## src/design/rthlp_pkg.sv

```systemverilog
// ----------------------------------------------------------------------------
// rthlp_pkg: shared definitions for the RGB to hue/luma palette converter
// Fixed-point widths, conversion weights, CORDIC arctangent table, gray bound
// table and hue decision boundaries.
// ----------------------------------------------------------------------------
package rthlp_pkg;

   localparam int COLOR_W   = 8;
   localparam int THRESH_W  = 7;
   localparam int THRESH_NUM = 1 << THRESH_W;
   localparam int HUE_W     = 4;
   localparam int LUMA_W    = 4;

   // Luma in units of 1/255 with 16 fraction bits.
   localparam int YQ_W   = 24;
   localparam int DIFF_W = 25;
   localparam int PROD_W = 42;
   localparam int COMP_W = 25;
   localparam int SQ_W   = 48;
   localparam int CHROMA_W = 49;

   localparam int Y_R_WEIGHT = 19595;
   localparam int Y_G_WEIGHT = 38470;
   localparam int Y_B_WEIGHT = 7471;
   localparam logic signed [17:0] U_COEF = 18'sd32244;
   localparam logic signed [17:0] V_COEF = 18'sd57475;
   localparam int ROUND_SHIFT = 16;

   // CORDIC datapath.
   localparam int CORDIC_W        = 27;
   localparam int ACC_W           = 20;
   localparam int ANGLE_W         = 16;
   localparam int CORDIC_STEPS    = 16;
   localparam int STEP_IDX_W      = 4;
   localparam int STEPS_PER_STAGE = 2;
   localparam int CORDIC_STAGES   = CORDIC_STEPS / STEPS_PER_STAGE;
   // Pre-rotation register, the step stages and the angle rounding register.
   localparam int CORDIC_LAT      = CORDIC_STAGES + 2;
   localparam int GRAY_LAT        = 2;
   localparam int GRAY_DELAY      = CORDIC_LAT - GRAY_LAT;

   localparam logic [ACC_W-1:0] HALF_TURN = ACC_W'(1) << (ACC_W - 1);

   localparam logic [ACC_W-1:0] ATAN_TABLE [CORDIC_STEPS] = '{
      20'd131072, 20'd77376, 20'd40884, 20'd20753, 20'd10417, 20'd5213,
      20'd2607, 20'd1304, 20'd652, 20'd326, 20'd163, 20'd81, 20'd41,
      20'd20, 20'd10, 20'd5
   };

   // Hue entries sorted by angle, and the angle at which each step to the
   // next entry begins. A tie goes to the lower entry number.
   localparam int HUE_NUM = 14;
   localparam int HUE_POS_W = 4;
   localparam logic [HUE_W-1:0] HUE_ORDER [HUE_NUM] = '{
      4'd6, 4'd5, 4'd4, 4'd3, 4'd2, 4'd1, 4'd14,
      4'd13, 4'd12, 4'd11, 4'd10, 4'd9, 4'd8, 4'd7
   };
   localparam logic [ANGLE_W-1:0] HUE_CUT [HUE_NUM-1] = '{
      16'd6144, 16'd10240, 16'd14336, 16'd18432, 16'd22528, 16'd26625,
      16'd30720, 16'd34816, 16'd38912, 16'd45056, 16'd51200, 16'd55296,
      16'd59392
   };

   // Gray bound: floor((t*255*65536)^2 / 250000), reduced by the common
   // factor of sixteen.
   localparam logic [63:0] CHROMA_SCALE = 64'd65025;
   localparam int GRAY_SHIFT = 28;
   localparam logic [63:0] GRAY_DEN = 64'd15625;
   localparam logic [THRESH_W-1:0] GRAY_THRESH_RESET = 7'd50;

   typedef logic [THRESH_NUM-1:0][CHROMA_W-1:0] bound_table_type;

   function automatic bound_table_type gray_bound_table();
      bound_table_type tab;
      logic [63:0] num;
      for (int t = 0; t < THRESH_NUM; t++) begin
         num = (64'(t * t) * CHROMA_SCALE) << GRAY_SHIFT;
         tab[t] = CHROMA_W'(num / GRAY_DEN);
      end
      return tab;
   endfunction

   localparam bound_table_type GRAY_BOUND_TABLE = gray_bound_table();

   typedef struct packed {
      logic signed [COMP_W-1:0] uq;
      logic signed [COMP_W-1:0] vq;
      logic [LUMA_W-1:0]        luma;
   } yuv_type;

   typedef struct packed {
      logic              gray;
      logic [LUMA_W-1:0] luma;
   } side_type;

endpackage

```

## src/design/rthlp_hue_pick.sv

```systemverilog
// ----------------------------------------------------------------------------
// rthlp_hue_pick: nearest hue entry and result register
// Compares the angle with the thirteen decision boundaries in parallel and
// maps the count to the hue entry; gray pixels give entry zero.
// ----------------------------------------------------------------------------
module rthlp_hue_pick (
   input  logic                          clock,
   input  logic                          reset,
   input  logic                          in_valid,
   input  logic [rthlp_pkg::ANGLE_W-1:0] in_angle,
   input  rthlp_pkg::side_type           in_side,
   output logic                          out_strobe,
   output logic [rthlp_pkg::HUE_W-1:0]   out_hue,
   output logic [rthlp_pkg::LUMA_W-1:0]  out_luma
);
   import rthlp_pkg::*;

   logic [HUE_NUM-2:0]   above;
   logic [HUE_POS_W-1:0] pos;
   logic [HUE_W-1:0]     hue_in, hue_ff;
   logic [LUMA_W-1:0]    luma_ff;
   logic                 strobe_ff;

   always_comb begin
      for (int k = 0; k < HUE_NUM - 1; k++) begin
         above[k] = (in_angle >= HUE_CUT[k]);
      end
      pos    = HUE_POS_W'($countones(above));
      hue_in = in_side.gray ? '0 : HUE_ORDER[pos];
   end

   always_ff @(posedge clock) begin
      if (reset) begin
         strobe_ff <= 1'b0;
      end else begin
         strobe_ff <= in_valid;
      end
   end

   always_ff @(posedge clock) begin
      hue_ff  <= hue_in;
      luma_ff <= in_side.luma;
   end

   assign out_strobe = strobe_ff;
   assign out_hue    = hue_ff;
   assign out_luma   = luma_ff;

endmodule

```

## config.mk

```make
export PLATFORM = sky130hd
export DESIGN_NAME = rthlp_hue_pick
export DESIGN_NICKNAME = d
export VERILOG_FILES = /design/src/design/rthlp_pkg.sv /design/src/design/rthlp_hue_pick.sv
export SDC_FILE = /design/constraint.sdc
export NUM_CORES = 1
export LEC_CHECK = 0
export BUFFER_PORTS_ARGS = -buffer_cell sky130_fd_sc_hd__buf_2
export CAP_MARGIN = 5
export CORE_AREA = 3 3 44 46
export DETAILED_ROUTE_END_ITERATION = 10
export DIE_AREA = 0 0 47 49
export PLACE_DENSITY = 0.83
export SYNTH_ARGS = -nofsm -noshare
export SYNTH_HDL_FRONTEND = slang
export SYNTH_SLANG_ARGS = --single-unit
```

## constraint.sdc

```tcl
create_clock -name clock -period 5.9 [get_ports clock]
set_input_delay 0.59 -clock clock [delete_from_list [all_inputs] [get_ports clock]]
set_output_delay 0.59 -clock clock [all_outputs]
set_load 0.03 [all_outputs]
```

; ---- After elaboration in Yosys (flattened, before gate mapping)
; Memory sizes are Yosys's and may differ from the RTL's. A register that Yosys moved wholly into a read port is not among the register bits.
; Index checks and enable logic that the tools add are counted.
[totals]
output_inout_bits = 9
n_memories = 1
input_bits = 24
ff_bits = 5
mem_bits_ro = 64
[mem_list]
columns = memory, words, width, read_ports, rd_ports_with_merged_regs, wr, line
row1 = (name not given), 16, 4, 1, 1, 0, rthlp_hue_pick.sv:29  ; hue_in = in_side.gray ? '0 : HUE_ORDER[pos];
[op_classes]
n_addsub = 12
n_bitwise = 1
n_lt_le_gt_ge = 13
[ops]
columns = cell, count
row1 = greater-or-equal comparator 16 bit (second input constant), 6
row2 = greater-or-equal comparator 16 x 15 -> 1 bit (second input constant), 4
row3 = greater-or-equal comparator 16 x 14 -> 1 bit (second input constant), 2
row4 = greater-or-equal comparator 16 x 13 -> 1 bit (second input constant), 1
row5 = adder 1 x 1 -> 2 bit, 6
row6 = adder 2 x 2 -> 3 bit, 3
row7 = inverter 4 -> 5 bit, 1
row8 = adder 3 x 1 -> 4 bit, 1
row9 = adder 3 x 3 -> 4 bit, 1
row10 = adder 4 bit, 1

; ---- Depth between registers and ports, before layout
[logic_depth]
word_depth = 6
ltp_mapped = 15
depth_no_buf = 15

; ---- Worst setup path before layout
; OpenSTA, ideal clock, no wires.
[synth_path]
path_kind = in2reg
startpoint = input in_angle[3] (netlist bit)
endpoint = register hue_ff[1], in the netlist out_hue[1]
required_ps = 5775
arrival_time_ps = 4848
setup_time_ps = 125
slack_ps = 927
path_stages = 13
cell_sequence = nor4_1 > nand3_1 > a221oi_1 > fa_1 > fa_1 > fa_1 > fa_1 > fa_1 > fa_1 > inv_1 > ha_1 > a211oi_1 > a211oi_1
[synth_between]
elab_chain_cells = 6
elab_cells_between_ends = 26
classes_between = add/sub (12) / order compare (13) / bitwise (1)
[synth_rtl]
columns = element, line
row1 = start: declaration, rthlp_hue_pick.sv:10  ; input logic [rthlp_pkg::ANGLE_W-1:0] in_angle,
row2 = greater-or-equal comparator 16 x 13 -> 1 bit (tied with other cells), rthlp_hue_pick.sv:26  ; above[k] = (in_angle >= HUE_CUT[k]);
row3 = adder 1 x 1 -> 2 bit (not written as such), rthlp_hue_pick.sv:28  ; pos = HUE_POS_W'($countones(above));
row4 = adder 2 x 2 -> 3 bit (not written as such), rthlp_hue_pick.sv:28
row5 = adder 3 x 3 -> 4 bit (not written as such) / adder 3 x 1 -> 4 bit (equally long branches), rthlp_hue_pick.sv:28
row6 = adder 4 bit (not written as such) (*), rthlp_hue_pick.sv:28
row7 = inverter 4 -> 5 bit (not written as such) (*), rthlp_hue_pick.sv:29
row8 = end: declaration, rthlp_hue_pick.sv:20  ; logic [HUE_W-1:0] hue_in, hue_ff;
; Every way passes the cells marked *; elsewhere a longest branch is shown, timed or not.
; A chain may end at the register's enable or synchronous reset.

; ---- Worst setup path in the final report
; Ends and elaborated chain as after synthesis.

==> flow_summary.json <==
{
  "critical_path_class": "in -> reg",
  "finalCritPeriodShare": 0.852,
  "max_slew_margin": 0.746,
  "ys_seq_area_frac": 0.259,
  "synthArstFlopShare": 0,
  "ys_top_cells_by_area": "dfxtp_1 26%, fa_1 23%, ha_1 9.0%",
  "synthesis.nets": 110,
  "gr-total-overflow": 0,
  "die_w_um": 47,
  "critPathMaxStageDelay_ps": 570,
  "cts_root_buf": "clkbuf_4",
  "cp_top_family": "adder cells",
  "worstPathCellList": "buf_2 > nor4_1 > nand3_1 > a221oi_1 > fa_1 > fa_1 > fa_1 > fa_1 > fa_1 > fa_1 > inv_1 > ha_1 > a211oi_1 > a211oi_1",
  "postPlaceCellArea_um2": 867,
  "syn_to_final_growth_pct": 28.6,
  "design.die.area_um2": 2300,
  "drt_pass1_iterations": 4,
  "initial_core_util": 0.450,
  "fin_crit_ps": 5020,
  "die_y_um": 49,
  "final_area_um2": 893,
  "drt_iter0_markers": 2,
  "hold_violations": 0,
  "via_per_inst": 5.24,
  "cp_common_cell": "fa_1",
  "htreeDepth": 1,
  "cp_max_fo": 4,
  "cp-end-kind": "flop",
  "grt_pass1_wl_um": 2300,
  "cts_resized": 0,
  "outcome": "finished, final reports clean",
  "grt_start_max_net_pins": 15,
  "cts_tree": "done",
  "path_clk_slew_ps": 60,
  "post_synth_num_cell_types": 25,
  "fillers": 126,
  "synth_most_common_cell": "dfxtp_1",
  "critPathArrivalTime_ps": 5160,
  "dp.cells": 119,
  "final_cells": 123,
  "synth_top_area_share": 0.259,
  "setup-tns-final_ps": 0,
  "antenna_found_initial": 0,
  "rsz0062_at_grt": "false",
  "ys_warn_count": 0,
  "tightest_slew_ps": 381,
  "yosys-top-cells-count": "9 x dfxtp_1, 8 x fa_1, 8 x inv_1",
  "start_kind": "input pin",
  "synth_top_area_cell": "dfxtp_1",
  "slew_viol_final": 0,
  "cts_buffer_depth": 2,
  "antenna_cells": 0,
  "p_leak_nw": 0.440,
  "dp_hpwl_um": 1270,
  "max-vdd-ir-drop_v": 0.000234,
  "ant_nets": 0,
  "first_global_vias": 595,
  "wire_per_inst_um": 12.2,
  "ys_ff_latch": 9,
  "netlist_area_um2": 694,
  "fp-row-count": 14,
  "ios": 33,
  "cts.sinks": 9,
  "ctsHoldBuffers": 0,
  "core_area_um2": 1540,
  "synthCells": 73,
  "numCtsBuffers": 3,
  "crit_required_ps": 6040,
  "drc": 0,
  "maxCapViolations": 0,
  "ys.flop_type": "dfxtp_1",
  "max_freq_mhz": 199,
  "globalplace.congestion": 0.721,
  "final_nets": 145,
  "syn_area_per_cell_um2": 9.51,
  "critPathSlowestCell": "fa_1",
  "synth_edf_count": 0,
  "drive_above_1_share": 0.336,
  "wl_um": 1500,
  "port_buffers": 32,
  "hold_path.class": "in -> reg",
  "grt_usage": 0.130,
  "powerDensity_nw_per_um2": 430,
  "finalSetupViolations": 0,
  "vias": 644,
  "whs_ps": 437,
  "worst-path-buf-inv": 2,
  "power_mw": 0.385,
  "post-cts-setup-buffer-count": 0
}
## power by group
group | internal [mW] | switching [mW] | leakage (nW)
clock | 0.0259 | 0.0192 | 0.0150
combinational | 0.107 | 0.155 | 0.349
sequential | 0.0747 | 0.00222 | 0.0754
## logic make-up (layout without fill, tap and decap cells)
kind of cell	Yosys count	count (layout)	synth area share
simple gates	20	20	0.153
xor+xnor	2	2	0.0360
fa+ha+maj	13	13	0.321
flops	9	9	0.259
buf+inv	10	44	0.0541
compound gates	18	18	0.162
mux	1	1	0.0144
## worst paths after layout
path	start	to	slack [ps]	cells after the start
worst max-delay path	in_angle[3]	out_hue[1]$_SDFF_PP0_	880	14
worst min-delay path	in_side[0]	out_luma[0]$_DFF_P_	440	1
## registers in the layout, indices dropped and copies added (netlist names)
signal and cells:
out_luma 4, out_strobe 1, out_hue 4
## area by class of cell
| class | count | area, um2 | area share |
|---|---|---|---|
| inverters | 8 | 30.0 | 0.0336 |
| repair buffers | 32 | 160 | 0.179 |
| clock buffers | 4 | 26.3 | 0.0294 |
| flip-flops and latches | 9 | 180 | 0.202 |
| well taps | 16 | 20.0 | 0.0224 |
| multi-input cells | 54 | 477 | 0.534 |
## cell usage in the layout, fill, tap and decap left out
cell type	instances
inv_1	8
a31oi_1	1
a211oi_1	4
and4b_1	1
a221oi_1	1
nand2_1	2
nand3_1	4
ha_1	5
clkbuf_1	1
buf_2	32
a21o_1	1
a21oi_1	4
and2_1	1
fa_1	8
o21ai_0	4
nor4_1	2
nor2_1	3
nor2b_1	1
o21a_1	2
clkbuf_4	3
xnor2_1	1
or3_1	2
mux2i_1	1
dfxtp_1	9
o21ai_1	1
xor2_2	1
nor3_1	4
## per-stage QoR
stage          utilization  worst slack, ps
2_1_floorplan            -              927
3_3_place_gp         0.563              653
3_5_place_dp         0.563              567
4_1_cts              0.580              832
5_1_grt              0.580              624
6_report             0.580              876
## metal layers
metal,up-vias,global-route usage,routed length [um]
met5,-,0,0
met1,302,0.153,613
met4,0,0.0276,0
met3,0,0.0258,83
met2,15,0.231,803
li1,327,-,-
Note: power is estimated with default switching activity, not from simulation.
