File: config.mk
export PLATFORM = sky130hd
export DESIGN_NAME = rthlp_gray
export DESIGN_NICKNAME = d
export VERILOG_FILES = /design/src/design/rthlp_pkg.sv /design/src/design/rthlp_gray.sv
export SDC_FILE = /design/constraint.sdc
export NUM_CORES = 2
export LEC_CHECK = 0
export ABC_AREA = 1
export BUFFER_PORTS_ARGS = -buffer_cell sky130_fd_sc_hd__buf_2
export CORE_MARGIN = 3
export CORE_UTILIZATION = 29
export CTS_CLUSTER_SIZE = 10
export DETAILED_ROUTE_END_ITERATION = 10
export HOLD_SLACK_MARGIN = 0.06
export PLACE_DENSITY = 0.4
export SYNTH_ARGS = -nofsm -noshare
export SYNTH_HDL_FRONTEND = slang
export SYNTH_SLANG_ARGS = --single-unit
export TNS_END_PERCENT = 1
File: constraint.sdc
create_clock -name clock -period 10.4 [get_ports clock]
set_clock_uncertainty 0.15 [all_clocks]
set_input_delay 2.08 -clock clock [delete_from_list [all_inputs] [get_ports clock]]
set_output_delay 2.08 -clock clock [all_outputs]
set_load 0.005 [all_outputs]
File: src/design/rthlp_pkg.sv
// ----------------------------------------------------------------------------
// rthlp_pkg: shared definitions for the RGB to hue/luma palette converter
// Fixed-point widths, conversion weights, CORDIC arctangent table, gray bound
// table and hue decision boundaries.
// ----------------------------------------------------------------------------
package rthlp_pkg;

   localparam int COLOR_W   = 8;
   localparam int THRESH_W  = 7;
   localparam int THRESH_NUM = 1 << THRESH_W;
   localparam int HUE_W     = 4;
   localparam int LUMA_W    = 4;

   // Luma in units of 1/255 with 16 fraction bits.
   localparam int YQ_W   = 24;
   localparam int DIFF_W = 25;
   localparam int PROD_W = 42;
   localparam int COMP_W = 25;
   localparam int SQ_W   = 48;
   localparam int CHROMA_W = 49;

   localparam int Y_R_WEIGHT = 19595;
   localparam int Y_G_WEIGHT = 38470;
   localparam int Y_B_WEIGHT = 7471;
   localparam logic signed [17:0] U_COEF = 18'sd32244;
   localparam logic signed [17:0] V_COEF = 18'sd57475;
   localparam int ROUND_SHIFT = 16;

   // CORDIC datapath.
   localparam int CORDIC_W        = 27;
   localparam int ACC_W           = 20;
   localparam int ANGLE_W         = 16;
   localparam int CORDIC_STEPS    = 16;
   localparam int STEP_IDX_W      = 4;
   localparam int STEPS_PER_STAGE = 2;
   localparam int CORDIC_STAGES   = CORDIC_STEPS / STEPS_PER_STAGE;
   // Pre-rotation register, the step stages and the angle rounding register.
   localparam int CORDIC_LAT      = CORDIC_STAGES + 2;
   localparam int GRAY_LAT        = 2;
   localparam int GRAY_DELAY      = CORDIC_LAT - GRAY_LAT;

   localparam logic [ACC_W-1:0] HALF_TURN = ACC_W'(1) << (ACC_W - 1);

   localparam logic [ACC_W-1:0] ATAN_TABLE [CORDIC_STEPS] = '{
      20'd131072, 20'd77376, 20'd40884, 20'd20753, 20'd10417, 20'd5213,
      20'd2607, 20'd1304, 20'd652, 20'd326, 20'd163, 20'd81, 20'd41,
      20'd20, 20'd10, 20'd5
   };

   // Hue entries sorted by angle, and the angle at which each step to the
   // next entry begins. A tie goes to the lower entry number.
   localparam int HUE_NUM = 14;
   localparam int HUE_POS_W = 4;
   localparam logic [HUE_W-1:0] HUE_ORDER [HUE_NUM] = '{
      4'd6, 4'd5, 4'd4, 4'd3, 4'd2, 4'd1, 4'd14,
      4'd13, 4'd12, 4'd11, 4'd10, 4'd9, 4'd8, 4'd7
   };
   localparam logic [ANGLE_W-1:0] HUE_CUT [HUE_NUM-1] = '{
      16'd6144, 16'd10240, 16'd14336, 16'd18432, 16'd22528, 16'd26625,
      16'd30720, 16'd34816, 16'd38912, 16'd45056, 16'd51200, 16'd55296,
      16'd59392
   };

   // Gray bound: floor((t*255*65536)^2 / 250000), reduced by the common
   // factor of sixteen.
   localparam logic [63:0] CHROMA_SCALE = 64'd65025;
   localparam int GRAY_SHIFT = 28;
   localparam logic [63:0] GRAY_DEN = 64'd15625;
   localparam logic [THRESH_W-1:0] GRAY_THRESH_RESET = 7'd50;

   typedef logic [THRESH_NUM-1:0][CHROMA_W-1:0] bound_table_type;

   function automatic bound_table_type gray_bound_table();
      bound_table_type tab;
      logic [63:0] num;
      for (int t = 0; t < THRESH_NUM; t++) begin
         num = (64'(t * t) * CHROMA_SCALE) << GRAY_SHIFT;
         tab[t] = CHROMA_W'(num / GRAY_DEN);
      end
      return tab;
   endfunction

   localparam bound_table_type GRAY_BOUND_TABLE = gray_bound_table();

   typedef struct packed {
      logic signed [COMP_W-1:0] uq;
      logic signed [COMP_W-1:0] vq;
      logic [LUMA_W-1:0]        luma;
   } yuv_type;

   typedef struct packed {
      logic              gray;
      logic [LUMA_W-1:0] luma;
   } side_type;

endpackage

File: src/design/rthlp_gray.sv
// ----------------------------------------------------------------------------
// rthlp_gray: chroma magnitude test
// Squares the color differences, compares their sum with the gray bound and
// delays the verdict and the luma level to line up with the angle pipeline.
// ----------------------------------------------------------------------------
module rthlp_gray (
   input  logic                           clock,
   input  rthlp_pkg::yuv_type             in_yuv,
   input  logic [rthlp_pkg::CHROMA_W-1:0] bound,
   output rthlp_pkg::side_type            out_side
);
   import rthlp_pkg::*;

   logic signed [2*COMP_W-1:0] pu, pv;
   logic [SQ_W-1:0]            sq_u_ff, sq_v_ff;
   logic [LUMA_W-1:0]          luma_ff;
   logic [CHROMA_W-1:0]        chroma;
   side_type                   side_in;
   side_type                   side_ff [GRAY_DELAY + 1];

   always_comb begin
      pu = in_yuv.uq * in_yuv.uq;
      pv = in_yuv.vq * in_yuv.vq;
      chroma = CHROMA_W'(sq_u_ff) + CHROMA_W'(sq_v_ff);
      side_in.gray = (chroma <= bound);
      side_in.luma = luma_ff;
   end

   always_ff @(posedge clock) begin
      sq_u_ff    <= SQ_W'(pu);
      sq_v_ff    <= SQ_W'(pv);
      luma_ff    <= in_yuv.luma;
      side_ff[0] <= side_in;
      for (int i = 1; i <= GRAY_DELAY; i++) begin
         side_ff[i] <= side_ff[i-1];
      end
   end

   assign out_side = side_ff[GRAY_DELAY];

endmodule

; ---- Yosys cells after proc, flatten, opt, wreduce, memory -nomap -nowiden
; Memories as Yosys holds them, arrays and structs flattened.
; Index checks and enable logic that the tools add are counted.
[op_classes]
magnitude_cmp = 1
addsub = 1
mul = 2
[op_table]
columns = cell, count
row1 = $mul A25 B25 Y48, 2
row2 = $add A48 B48 Y49, 1
row3 = $le A49 B49 Y1, 1
[totals]
word_cells = 8
inputBits = 104
out_inout_bits = 5
ram_bits = 45
memories = 1
reg_bits = 100
[mem_list]
columns = name, depth, width, rd, rd_clocked_by_memory_dff, write_ports, line
row1 = side_ff, 9, 5, 9, 0, 9, rthlp_gray.sv:19  ; side_type side_ff [GRAY_DELAY + 1];

; ---- Longest topological paths before layout
[depth]
ltp_word = 2
mapped_depth = 31
mapped_depth_nobuf = 29

; ---- Worst setup path after synthesis
; No wires, ideal clock.
[synth_path]
path_type = input -> register
start = input in_yuv[30] (netlist name)
end = register sq_u_ff[47]
required_ps = 10137
setup_time_ps = 113
t_arrival_ps = 7952
stages = 26
n_path_buf = 2
setup_slack_ps = 2184
path_cell_list = clkbuf_1 clkbuf_1 nand2_1 inv_1 fa_1 fa_1 fa_1 inv_1 fa_1 inv_1 fa_1 inv_1 fa_1 inv_1 fa_1 ha_1 nand2_1 nor2_1 nand2_1 nor2_1 and2_1 nand2_1 inv_1 nor2_1 nand3_1 nand2_1
[synth_between]
elab_chain_len = 1
[synth_lines]
columns = element, line
row1 = from (decl), rthlp_gray.sv:8  ; input rthlp_pkg::yuv_type in_yuv,
row2 = $mul A25 B25 Y48, rthlp_gray.sv:22  ; pu = in_yuv.uq * in_yuv.uq;
row3 = via pu[47], rthlp_gray.sv:14  ; logic signed [2*COMP_W-1:0] pu, pv;
row4 = to (signal assigned), rthlp_gray.sv:30  ; sq_u_ff <= SQ_W'(pu);
row5 = to (decl), rthlp_gray.sv:15  ; logic [SQ_W-1:0] sq_u_ff, sq_v_ff;
; The timed path passes the listed nets, and every way through them passes these cells.

; ---- Final worst setup path
[layout_path]
start = input in_yuv[28] (netlist name)
end = register sq_v_ff[37]
[layout_between]
elab_chain_len = 1
[layout_lines]
columns = element, line
row1 = $mul A25 B25 Y48, rthlp_gray.sv:23  ; pv = in_yuv.vq * in_yuv.vq;
row2 = via pv[37], rthlp_gray.sv:14
row3 = to (signal assigned), rthlp_gray.sv:31  ; sq_v_ff <= SQ_W'(pv);
row4 = to (decl), rthlp_gray.sv:15
; The timed path passes the listed nets, and every way through them passes these cells.

==> results.cfg <==
[clocking]
postCtsHoldBufs = 0
cts.sinks = 143
h-tree-depth = 4
cts_root_buf = clkbuf_16
insertion_delay_ns = 0.45
clock_path_buffers = 2
numCtsBuffers = 17
cts-resized-gates = 0
cts_tree = done
path_clk_slew_ns = 0.07
cts_setup_buffers = 0

[die]
initial_core_util_pct = 29.4
num_rows = 152
io_pins = 109
dieWidth_um = 424
die_area_sq_um = 180000
core_sq_um = 173000
fp.dieH_um = 424

[synthesis]
yosys.cell_types.count = 38
syn_nets = 8101
yosys_warnings = 0
synth-edff-count = 0
seq_area_frac_synth_pct = 5.64
synth_top_area_share_pct = 46.6
ys_ff_latch = 143
ys.flop_type = dfxtp_1
synth.largest_area_cell = fa_1
ys_async_sr_fraction_pct = 0
syn_avg_cell_area_sq_um = 7.90
synthTopCellsByArea = fa_1 (47%), inv_1 (15%), nand2_1 (11%), ha_1 (9.7%), dfxtp_1 (5.6%)
synthCells = 6423
synth_area_sq_um = 50800

[placed_design]
gp_congestion = 0.916
port-buffer-count = 108
place_ws_ns = 1.21
dp_hpwl_mm = 137

[sta]
rsz0062_at_grt = false
fmax_mhz = 115
setup_violations = 0
tns_ns = 0
fin_crit_ns = 8.69
tightest_slew_ns = 0.872
max-slew-margin-rel_pct = 41.9
setup_ws_ns = 1.71
finalHoldViolCount = 0
finalCritPeriodShare_pct = 83.6
drv_slew = 0

[cells_and_area]
final_nets = 8097
syn_to_final_growth_pct = 7.05
drive_gt1_share_pct = 3.54
antennaDiodeCount = 0
fillers = 18700
fin_util_pct = 31.4
multiInputGateArea_sq_um = 39700
seqCellArea_sq_um = 2860

[setup_path]
r2r-end = side_ff[0][4]$_DFF_P_
r2r_slack_ns = 6.50
r2r.worst_path.cells = 22
worstPathArrival_ns = 8.87
critical_path_required_ns = 10.57
reg2reg_from = sq_v_ff[36]$_DFF_P_
path_class = in2reg
cp_max_fo = 31
crit_path_end_kind = flop
start_kind = input pin

[global_route]
antenna_found_initial = 3
grt_pass1_wl_mm = 243
grt_overflow = 0
track_usage_pct = 17.4
grt_max_degree = 32
grt_pass1_vias = 41700

[min_path]
worstHoldPathCells = 0
hp-class = reg2reg
hold-path-endpoint = side_ff[0][39]$_DFF_P_
hp-start = side_ff[0][34]$_DFF_P_

[route]
ant_nets = 0
firstDrtPassIters = 6
via_per_inst = 4.30
wl_per_cell_um = 17.5
wirelength_mm = 153
drc_errors = 0
num_vias = 37600
drtIter0Drc = 1903

[job]
maxCapViolations = 0

[run_status]
status = finished, final reports clean
## layout make-up
type,count,share of cell area [%]
well taps,2310,5.32
clock inverters,15,0.267
multi-input cells,4101,73.1
repair buffers,132,1.33
inverters,2024,14.0
clock buffers,17,0.783
flip-flops and latches,143,5.27
## logic make-up (layout without fill, tap and decap cells)
family	after synthesis	count (layout)	synth area share, %
XOR/XNOR	116	116	2.02
AO/OA/AOI/OAI	304	304	3.25
buffers and inverters	2179	2188	16.1
AND/OR/NAND/NOR	2107	2107	16.7
adder cells (fa/ha/maj)	1574	1574	56.3
flip-flops	143	143	5.64
## worst max-delay path by stage
stage                     depth (start not counted)             endpoint       start
after detailed placement                         22  sq_v_ff[47]$_DFF_P_  in_yuv[28]
after global placement                           22  sq_v_ff[37]$_DFF_P_  in_yuv[28]
after CTS                                        22  sq_v_ff[37]$_DFF_P_  in_yuv[28]
after floorplan                                  26  sq_u_ff[47]$_DFF_P_  in_yuv[30]
final                                            22  sq_v_ff[37]$_DFF_P_  in_yuv[28]
after global routing                             23  sq_v_ff[37]$_DFF_P_  in_yuv[28]
## sequential cells by signal, indices dropped and copies added, names as in the netlist
| signal | cells |
|---|---|
| sq_u_ff | 47 |
| luma_ff | 4 |
| side_ff | 45 |
| sq_v_ff | 47 |
## cell usage in the layout (no fill, tap or decap), types with 3 or more instances in the layout
master and instances:
nand2_2 15, xor2_1 85, xnor2_1 30, o21ai_0 72
a21oi_2 3, nor2_2 17, nand3_1 160, nand3_2 6
o21bai_1 25, a21oi_1 185, nand2_1 1523, nor3_2 3
nor2_1 282, nor3_1 23, inv_8 5, ha_1 393
buf_2 108, inv_1 2020, inv_6 4, clkbuf_16 17
inv_2 4, or2_2 10, and2_1 4, dfxtp_1 143
buf_4 24, nand4_1 56, nand3b_1 3, a21o_1 8
fa_1 1181, nor4_1 3
## routing by layer
metal	global-route usage (%)	share of wire [%]
met5	0	0
met4	1.81	1.0
met3	0.836	2.4
met2	30.6	49
met1	24.3	47
## metrics by stage
stage	cells	instance area (sq um)	hold WS, ns
finish	8742	54400	0.175
global route	8742	54400	0.172
CTS	8742	54400	0.173
detailed placement	8710	53800	0.162
global placement	8710	53800	0.161
floorplan	6423	50800	0.160
## worst max-delay path, cell delays in order
cell and delay (ns):
buf_2 0.56, nand2_1 0.20, inv_1 0.17, fa_1 0.58, fa_1 0.75, inv_1 0.22, fa_1 0.52, inv_1 0.05
fa_1 0.48, fa_1 0.49, fa_1 0.52, inv_1 0.05, fa_1 0.47, inv_1 0.04, ha_1 0.37, nand2_1 0.12
nor2_1 0.24, nand2_1 0.13, nor3_1 0.40, nand4_1 0.19, nand4_1 0.14, nand2_1 0.07
## cells in the mapped netlist, types with 10 or more instances
cell type and number:
inv_1 2020, nand2_1 1523, fa_1 1181, ha_1 393
nor2_1 282, a21oi_1 185, nand3_1 160, clkbuf_1 148
dfxtp_1 143, xor2_1 85, o21ai_0 72, nand4_1 56
xnor2_1 30, o21bai_1 25, nor3_1 23, nor2_2 17
nand2_2 15, or2_2 10
Power is not shown: default switching activity piles up to over one toggle a cycle in this logic, so the estimate is an artifact.
