**config.mk**
```make
export PLATFORM = sky130hd
export DESIGN_NAME = rthlp_yuv
export DESIGN_NICKNAME = d
export VERILOG_FILES = /design/src/design/rthlp_pkg.sv /design/src/design/rthlp_yuv.sv
export SDC_FILE = /design/constraint.sdc
export NUM_CORES = 2
export LEC_CHECK = 0
export BUFFER_PORTS_ARGS = -buffer_cell sky130_fd_sc_hd__buf_4
export CELL_PAD_IN_SITES_DETAIL_PLACEMENT = 2
export CELL_PAD_IN_SITES_GLOBAL_PLACEMENT = 2
export CORE_UTILIZATION = 25
export CTS_BUF_LIST = sky130_fd_sc_hd__clkbuf_2 sky130_fd_sc_hd__clkbuf_4 sky130_fd_sc_hd__clkbuf_8
export CTS_CLUSTER_SIZE = 25
export DETAILED_ROUTE_END_ITERATION = 16
export PLACE_DENSITY = 0.51
export SLEW_MARGIN = 20
export SYNTH_ARGS = -nofsm -noshare
export SYNTH_HDL_FRONTEND = slang
export SYNTH_SLANG_ARGS = --single-unit
```
**constraint.sdc**
```tcl
create_clock -name clock -period 9.7 [get_ports clock]
set_input_delay 1.94 -clock clock [delete_from_list [all_inputs] [get_ports clock]]
set_output_delay 1.94 -clock clock [all_outputs]
set_load 0.02 [all_outputs]
```
**src/design/rthlp_pkg.sv**
```systemverilog
// ----------------------------------------------------------------------------
// rthlp_pkg: shared definitions for the RGB to hue/luma palette converter
// Fixed-point widths, conversion weights, CORDIC arctangent table, gray bound
// table and hue decision boundaries.
// ----------------------------------------------------------------------------
package rthlp_pkg;

   localparam int COLOR_W   = 8;
   localparam int THRESH_W  = 7;
   localparam int THRESH_NUM = 1 << THRESH_W;
   localparam int HUE_W     = 4;
   localparam int LUMA_W    = 4;

   // Luma in units of 1/255 with 16 fraction bits.
   localparam int YQ_W   = 24;
   localparam int DIFF_W = 25;
   localparam int PROD_W = 42;
   localparam int COMP_W = 25;
   localparam int SQ_W   = 48;
   localparam int CHROMA_W = 49;

   localparam int Y_R_WEIGHT = 19595;
   localparam int Y_G_WEIGHT = 38470;
   localparam int Y_B_WEIGHT = 7471;
   localparam logic signed [17:0] U_COEF = 18'sd32244;
   localparam logic signed [17:0] V_COEF = 18'sd57475;
   localparam int ROUND_SHIFT = 16;

   // CORDIC datapath.
   localparam int CORDIC_W        = 27;
   localparam int ACC_W           = 20;
   localparam int ANGLE_W         = 16;
   localparam int CORDIC_STEPS    = 16;
   localparam int STEP_IDX_W      = 4;
   localparam int STEPS_PER_STAGE = 2;
   localparam int CORDIC_STAGES   = CORDIC_STEPS / STEPS_PER_STAGE;
   // Pre-rotation register, the step stages and the angle rounding register.
   localparam int CORDIC_LAT      = CORDIC_STAGES + 2;
   localparam int GRAY_LAT        = 2;
   localparam int GRAY_DELAY      = CORDIC_LAT - GRAY_LAT;

   localparam logic [ACC_W-1:0] HALF_TURN = ACC_W'(1) << (ACC_W - 1);

   localparam logic [ACC_W-1:0] ATAN_TABLE [CORDIC_STEPS] = '{
      20'd131072, 20'd77376, 20'd40884, 20'd20753, 20'd10417, 20'd5213,
      20'd2607, 20'd1304, 20'd652, 20'd326, 20'd163, 20'd81, 20'd41,
      20'd20, 20'd10, 20'd5
   };

   // Hue entries sorted by angle, and the angle at which each step to the
   // next entry begins. A tie goes to the lower entry number.
   localparam int HUE_NUM = 14;
   localparam int HUE_POS_W = 4;
   localparam logic [HUE_W-1:0] HUE_ORDER [HUE_NUM] = '{
      4'd6, 4'd5, 4'd4, 4'd3, 4'd2, 4'd1, 4'd14,
      4'd13, 4'd12, 4'd11, 4'd10, 4'd9, 4'd8, 4'd7
   };
   localparam logic [ANGLE_W-1:0] HUE_CUT [HUE_NUM-1] = '{
      16'd6144, 16'd10240, 16'd14336, 16'd18432, 16'd22528, 16'd26625,
      16'd30720, 16'd34816, 16'd38912, 16'd45056, 16'd51200, 16'd55296,
      16'd59392
   };

   // Gray bound: floor((t*255*65536)^2 / 250000), reduced by the common
   // factor of sixteen.
   localparam logic [63:0] CHROMA_SCALE = 64'd65025;
   localparam int GRAY_SHIFT = 28;
   localparam logic [63:0] GRAY_DEN = 64'd15625;
   localparam logic [THRESH_W-1:0] GRAY_THRESH_RESET = 7'd50;

   typedef logic [THRESH_NUM-1:0][CHROMA_W-1:0] bound_table_type;

   function automatic bound_table_type gray_bound_table();
      bound_table_type tab;
      logic [63:0] num;
      for (int t = 0; t < THRESH_NUM; t++) begin
         num = (64'(t * t) * CHROMA_SCALE) << GRAY_SHIFT;
         tab[t] = CHROMA_W'(num / GRAY_DEN);
      end
      return tab;
   endfunction

   localparam bound_table_type GRAY_BOUND_TABLE = gray_bound_table();

   typedef struct packed {
      logic signed [COMP_W-1:0] uq;
      logic signed [COMP_W-1:0] vq;
      logic [LUMA_W-1:0]        luma;
   } yuv_type;

   typedef struct packed {
      logic              gray;
      logic [LUMA_W-1:0] luma;
   } side_type;

endpackage

```
**src/design/rthlp_yuv.sv**
```systemverilog
// ----------------------------------------------------------------------------
// rthlp_yuv: RGB to luma and scaled color differences
// Three register stages: weighted luma sum, difference times coefficient,
// symmetric rounding back to 16 fraction bits.
// ----------------------------------------------------------------------------
module rthlp_yuv (
   input  logic                          clock,
   input  logic                          reset,
   input  logic                          in_valid,
   input  logic [rthlp_pkg::COLOR_W-1:0] red,
   input  logic [rthlp_pkg::COLOR_W-1:0] green,
   input  logic [rthlp_pkg::COLOR_W-1:0] blue,
   output logic                          out_valid,
   output rthlp_pkg::yuv_type            out_yuv
);
   import rthlp_pkg::*;

   // Rounds half away from zero after dropping 16 fraction bits.
   function automatic logic signed [COMP_W-1:0] round_q16(input logic signed [PROD_W-1:0] p);
      logic [PROD_W-1:0] mag;
      logic [PROD_W-1:0] rnd;
      mag = p[PROD_W-1] ? PROD_W'(-p) : PROD_W'(p);
      rnd = (mag + (PROD_W'(1) << (ROUND_SHIFT - 1))) >> ROUND_SHIFT;
      return p[PROD_W-1] ? -COMP_W'(rnd) : COMP_W'(rnd);
   endfunction

   logic [2:0] valid_ff;

   logic [YQ_W-1:0]    yq_in, yq_ff;
   logic [COLOR_W-1:0] red_ff, blue_ff;

   logic signed [DIFF_W-1:0] du, dv;
   logic signed [PROD_W-1:0] prod_u_in, prod_v_in, prod_u_ff, prod_v_ff;
   logic [LUMA_W-1:0]        luma_s2_ff;

   yuv_type yuv_in, yuv_ff;

   always_comb begin
      yq_in = YQ_W'(32'(Y_R_WEIGHT) * 32'(red))
            + YQ_W'(32'(Y_G_WEIGHT) * 32'(green))
            + YQ_W'(32'(Y_B_WEIGHT) * 32'(blue));
   end

   always_comb begin
      du = $signed({1'b0, blue_ff, 16'd0}) - $signed({1'b0, yq_ff});
      dv = $signed({1'b0, red_ff, 16'd0}) - $signed({1'b0, yq_ff});
      prod_u_in = PROD_W'(du) * PROD_W'(U_COEF);
      prod_v_in = PROD_W'(dv) * PROD_W'(V_COEF);
   end

   always_comb begin
      yuv_in.uq   = round_q16(prod_u_ff);
      yuv_in.vq   = round_q16(prod_v_ff);
      yuv_in.luma = luma_s2_ff;
   end

   always_ff @(posedge clock) begin
      if (reset) begin
         valid_ff <= '0;
      end else begin
         valid_ff <= {valid_ff[1:0], in_valid};
      end
   end

   always_ff @(posedge clock) begin
      yq_ff      <= yq_in;
      red_ff     <= red;
      blue_ff    <= blue;
      prod_u_ff  <= prod_u_in;
      prod_v_ff  <= prod_v_in;
      luma_s2_ff <= yq_ff[YQ_W-1 -: LUMA_W];
      yuv_ff     <= yuv_in;
   end

   assign out_valid = valid_ff[2];
   assign out_yuv   = yuv_ff;

endmodule

```
[Yosys cells after proc, flatten, opt, wreduce, memory -nomap -nowiden]
Cells that the tools add are included.
Storage, ports and cells
  register bits after elaboration: 182
  output and inout bits: 55
Operators by class
  add/subtract/negate cells: 10
  multipliers: 5
  muxes and demuxes: 4
Operators by type and width (number)
  41-bit by 16-bit adder with 41-bit output (second input constant): 2
  41-bit 2-to-1 mux: 2
  41-bit negation: 2
  25-bit 2-to-1 mux: 2
  25-bit negation: 2
  24-bit by 24-bit subtractor with 25-bit output: 2
  15-bit by 8-bit multiplier with 23-bit output (first input constant): 2
  25-bit by 17-bit multiplier with 42-bit output (second input constant): 1
  25-bit by 14-bit multiplier with 39-bit output (second input constant): 1
  23-bit by 24-bit adder with 24-bit output: 1
  24-bit by 21-bit adder with 24-bit output: 1
  13-bit by 8-bit multiplier with 21-bit output (first input constant): 1

[Longest topological paths before layout]
  depth in word-level cells: 5
  depth in mapped cells: 34
  mapped depth without buffers: 33

[Worst setup path after synthesis]
No wires, ideal clock.
  kind: register -> register
  start point: reg yq_ff[0]
  end point: reg prod_u_ff[40] (netlist name)
  arrival: 8439 ps
  required time: 9582 ps
  path slack: 1143 ps
  stages on the path, launching flop included: 30
  path buffers: 1
  clock period less this slack: 8557 ps
  cells stage by stage: dfxtp_1 -> clkbuf_1 -> inv_1 -> ha_1 -> or4b_2 -> nor4_1 -> nor2b_1 -> xnor2_1 -> inv_1 -> fa_1 -> fa_1 -> inv_1 -> fa_1 -> fa_1 -> fa_1 -> inv_1 -> fa_1 -> inv_1 -> ha_1 -> a21o_1 -> a21oi_1 -> o21ai_0 -> o21ai_0 -> nor2_1 -> a221o_1 -> a41o_1 -> o41a_1 -> a211o_1 -> o31a_1 -> xnor2_1
Between the ends
  cells in the longest elaborated chain, start to end: 2
RTL lines
  start, declared: line rthlp_yuv.sv:29  | logic [YQ_W-1:0] yq_in, yq_ff;
  start signal, assigned: line rthlp_yuv.sv:66  | yq_ff <= yq_in;
  24-bit by 24-bit subtractor with 25-bit output: line rthlp_yuv.sv:45  | du = $signed({1'b0, blue_ff, 16'd0}) - $signed({1'b0, yq_ff});
  25-bit by 14-bit multiplier with 39-bit output: line rthlp_yuv.sv:47  | prod_u_in = PROD_W'(du) * PROD_W'(U_COEF);
  net prod_u_in[40]: line rthlp_yuv.sv:33  | logic signed [PROD_W-1:0] prod_u_in, prod_v_in, prod_u_ff, prod_v_ff;
The timed path passes the listed nets, and every way through them passes these cells.
A chain may end at the register's enable or synchronous reset.

[Final worst setup path]
  start point: reg yq_ff[1]
  end point: reg prod_u_ff[40] (netlist name)
Between the ends
  cells in the longest elaborated chain, start to end: 2
RTL lines (line)
  24-bit by 24-bit subtractor with 25-bit output: rthlp_yuv.sv:45
  25-bit by 14-bit multiplier with 39-bit output: rthlp_yuv.sv:47
  net prod_u_in[40]: rthlp_yuv.sv:33
The timed path passes the listed nets, and every way through them passes these cells.

==> results.json <==
{
  "outcome": "complete, but fails checks",
  "failed_checks": "DRC",
  "final_cell_mix": "inv_1 (697), ha_1 (430), fa_1 (390)",
  "fin_crit_ns": 8.96,
  "hold_buffers": 0,
  "syn-num-nets": 3988,
  "cts_tree": "yes",
  "numCtsBuffers": 17,
  "arrival_ns": 9.48,
  "max_freq_mhz": 112,
  "ys_seq_area_share_pct": 12.5,
  "cts_resized": 0,
  "gp_congestion": 0.799,
  "slowest_stage": "or4b_2",
  "synth_seq_cells": 181,
  "grt_max_degree": 62,
  "stdcell_area_um2": 31900,
  "synth.yosys.warnings": 0,
  "regToRegStartpoint": "yq_ff[1]$_DFF_P_",
  "hp-start": "luma_s2_ff[2]$_DFF_P_",
  "tightest_slew_ns": 1.03,
  "row_count": 124,
  "syn_area_um2": 28900,
  "clk_latency_ns": 0.63,
  "h-tree-depth": 4,
  "cap_viol_max_count": 0,
  "yosys-top-cells-area": "fa_1 (27%), ha_1 (19%), dfxtp_1 (13%), inv_1 (9.1%), xnor2_1 (6.3%)",
  "critPathTopFamily": "adder cells",
  "cts_root_buf": "clkbuf_8",
  "drtAntennaViolNets": 0,
  "core_um2": 115000,
  "vias_per_cell": 4.55,
  "rsz0062_at_grt": "no",
  "synth.largest_area_cell": "fa_1",
  "finalHoldViolCount": 0,
  "synth_top_area_share_pct": 27.0,
  "die_x_um": 342,
  "path_max_fanout": 6,
  "clockBufferDepth": 2,
  "hp-class": "reg -> reg",
  "yosys.cell_types.count": 94,
  "first_pass_iters": 11,
  "grt_pass1_vias": 25324,
  "ioPinCount": 82,
  "initial_core_util_pct": 25.2,
  "slew_headroom_pct": 31.0,
  "drive_gt1_share_pct": 6.40,
  "die_h_um": 342,
  "post-cts-setup-buffer-count": 0,
  "tns_ns": 0,
  "dieArea_um2": 117000,
  "fin_crit_sh_pct": 92.4,
  "required_ns": 10.22,
  "final_nets": 4069,
  "drt_iter0_markers": 595,
  "ys.flop_type": "dfxtp_1",
  "dp_hpwl_mm": 77.8,
  "syn_avg_cell_area_um2": 9.20,
  "layout_commonest_cell": "inv_1",
  "placed_area_um2": 31400,
  "cp-end-kind": "flip-flop",
  "antenna_found_initial": 1,
  "portBuffers": 81,
  "clk_pin_slew_ns": 0.11,
  "skew_ns": 0.0219,
  "worstSetupPathType": "reg -> reg",
  "drt-total-wl_mm": 88.9,
  "crit_path_max_incr_delay_ns": 0.69,
  "cp_num_buf_inv": 6,
  "area.growth.synth_to_final_pct": 10.3,
  "overflow": 0,
  "synth_edf_count": 0,
  "finalMaxSlewViolations": 0,
  "critPathLaunchType": "flip-flop",
  "crit_start": "yq_ff[1]$_DFF_P_",
  "remaining_drc_errors": 24,
  "drt-wirelength-per-cell_um": 18.7,
  "grt_pass1_wl_mm": 144,
  "route.vias.total": 21603,
  "groute.usage.overall_pct": 15.9,
  "finalSetupViolCount": 0,
  "async_flop_share_pct": 0,
  "synthCells": 3141,
  "r2r_slack_ns": 0.74,
  "cts_sinks": 181
}
area by class of cell:
cell class	count	area, um2
clock buffer	22	297
tap	1512	1890
antenna	2	5.00
fill	12979	82600
inverter	697	2620
sequential	181	3630
clock inverter	10	138
multi-input combinational	2211	22400
timing repair buffer	114	856
through the flow:
step                      setup WS (ns)  instances  hold WS, ns  utilization, %
final                             0.740       4749        0.329            27.8
after global routing             0.0986       4748        0.347            27.8
after CTS                         0.620       4747        0.329            27.8
after detailed placement          0.265       4715        0.314            27.5
after global placement            0.363       4715        0.322            27.4
after floorplan                    1.14       3141        0.310               -
Yosys cell counts, types with 18 or more instances:
cell type,count
nand3_1,52
a211oi_1,18
nor2b_1,20
inv_1,697
nor3_1,47
xnor2_1,208
mux2i_1,24
nand2_1,137
a31oi_1,24
clkbuf_1,30
nand4_1,26
nor2_1,126
and3_1,24
o31ai_1,19
o21bai_1,23
xor2_1,83
or3_1,37
a21oi_1,113
dfxtp_1,181
a21o_1,52
o21ai_0,80
ha_1,430
o21a_1,21
nand2b_1,25
fa_1,390
sequential cells by signal (all words and copies together), names as in the netlist:
name	count
blue_ff	8
luma_s2_ff	4
out_yuv	54
prod_u_ff	38
prod_v_ff	42
red_ff	8
valid_ff	3
yq_ff	24
final timing paths:
check,cells after the start,end
worst max-delay path,29,prod_u_ff[40]$_DFF_P_
worst min-delay path,0,out_yuv[2]$_DFF_P_
worst max register to register,29,prod_u_ff[40]$_DFF_P_
worst min register to register,0,out_yuv[2]$_DFF_P_
per-layer routing:
metal  vias to the layer above  global-route usage (%)  routed length [um]
li1                      10382                       -                   -
met1                     11023                    21.5               43500
met2                       148                    26.9               42300
met3                        50                    2.03                1560
met4                         0                    3.80                1510
met5                         -                       0                   0
cells by family after synthesis:
kind of cell,share of synthesized area (%)
AO/OA/AOI/OAI,11.0
XOR/XNOR,8.94
adder cells (fa/ha/maj),45.7
buffers and inverters,9.84
flip-flops,12.5
multiplexers,0.949
AND/OR/NAND/NOR,11.0
Power is left out: the tool's default activity adds up to more than one toggle a clock period on the data nets, which glitch-free logic cannot reach.
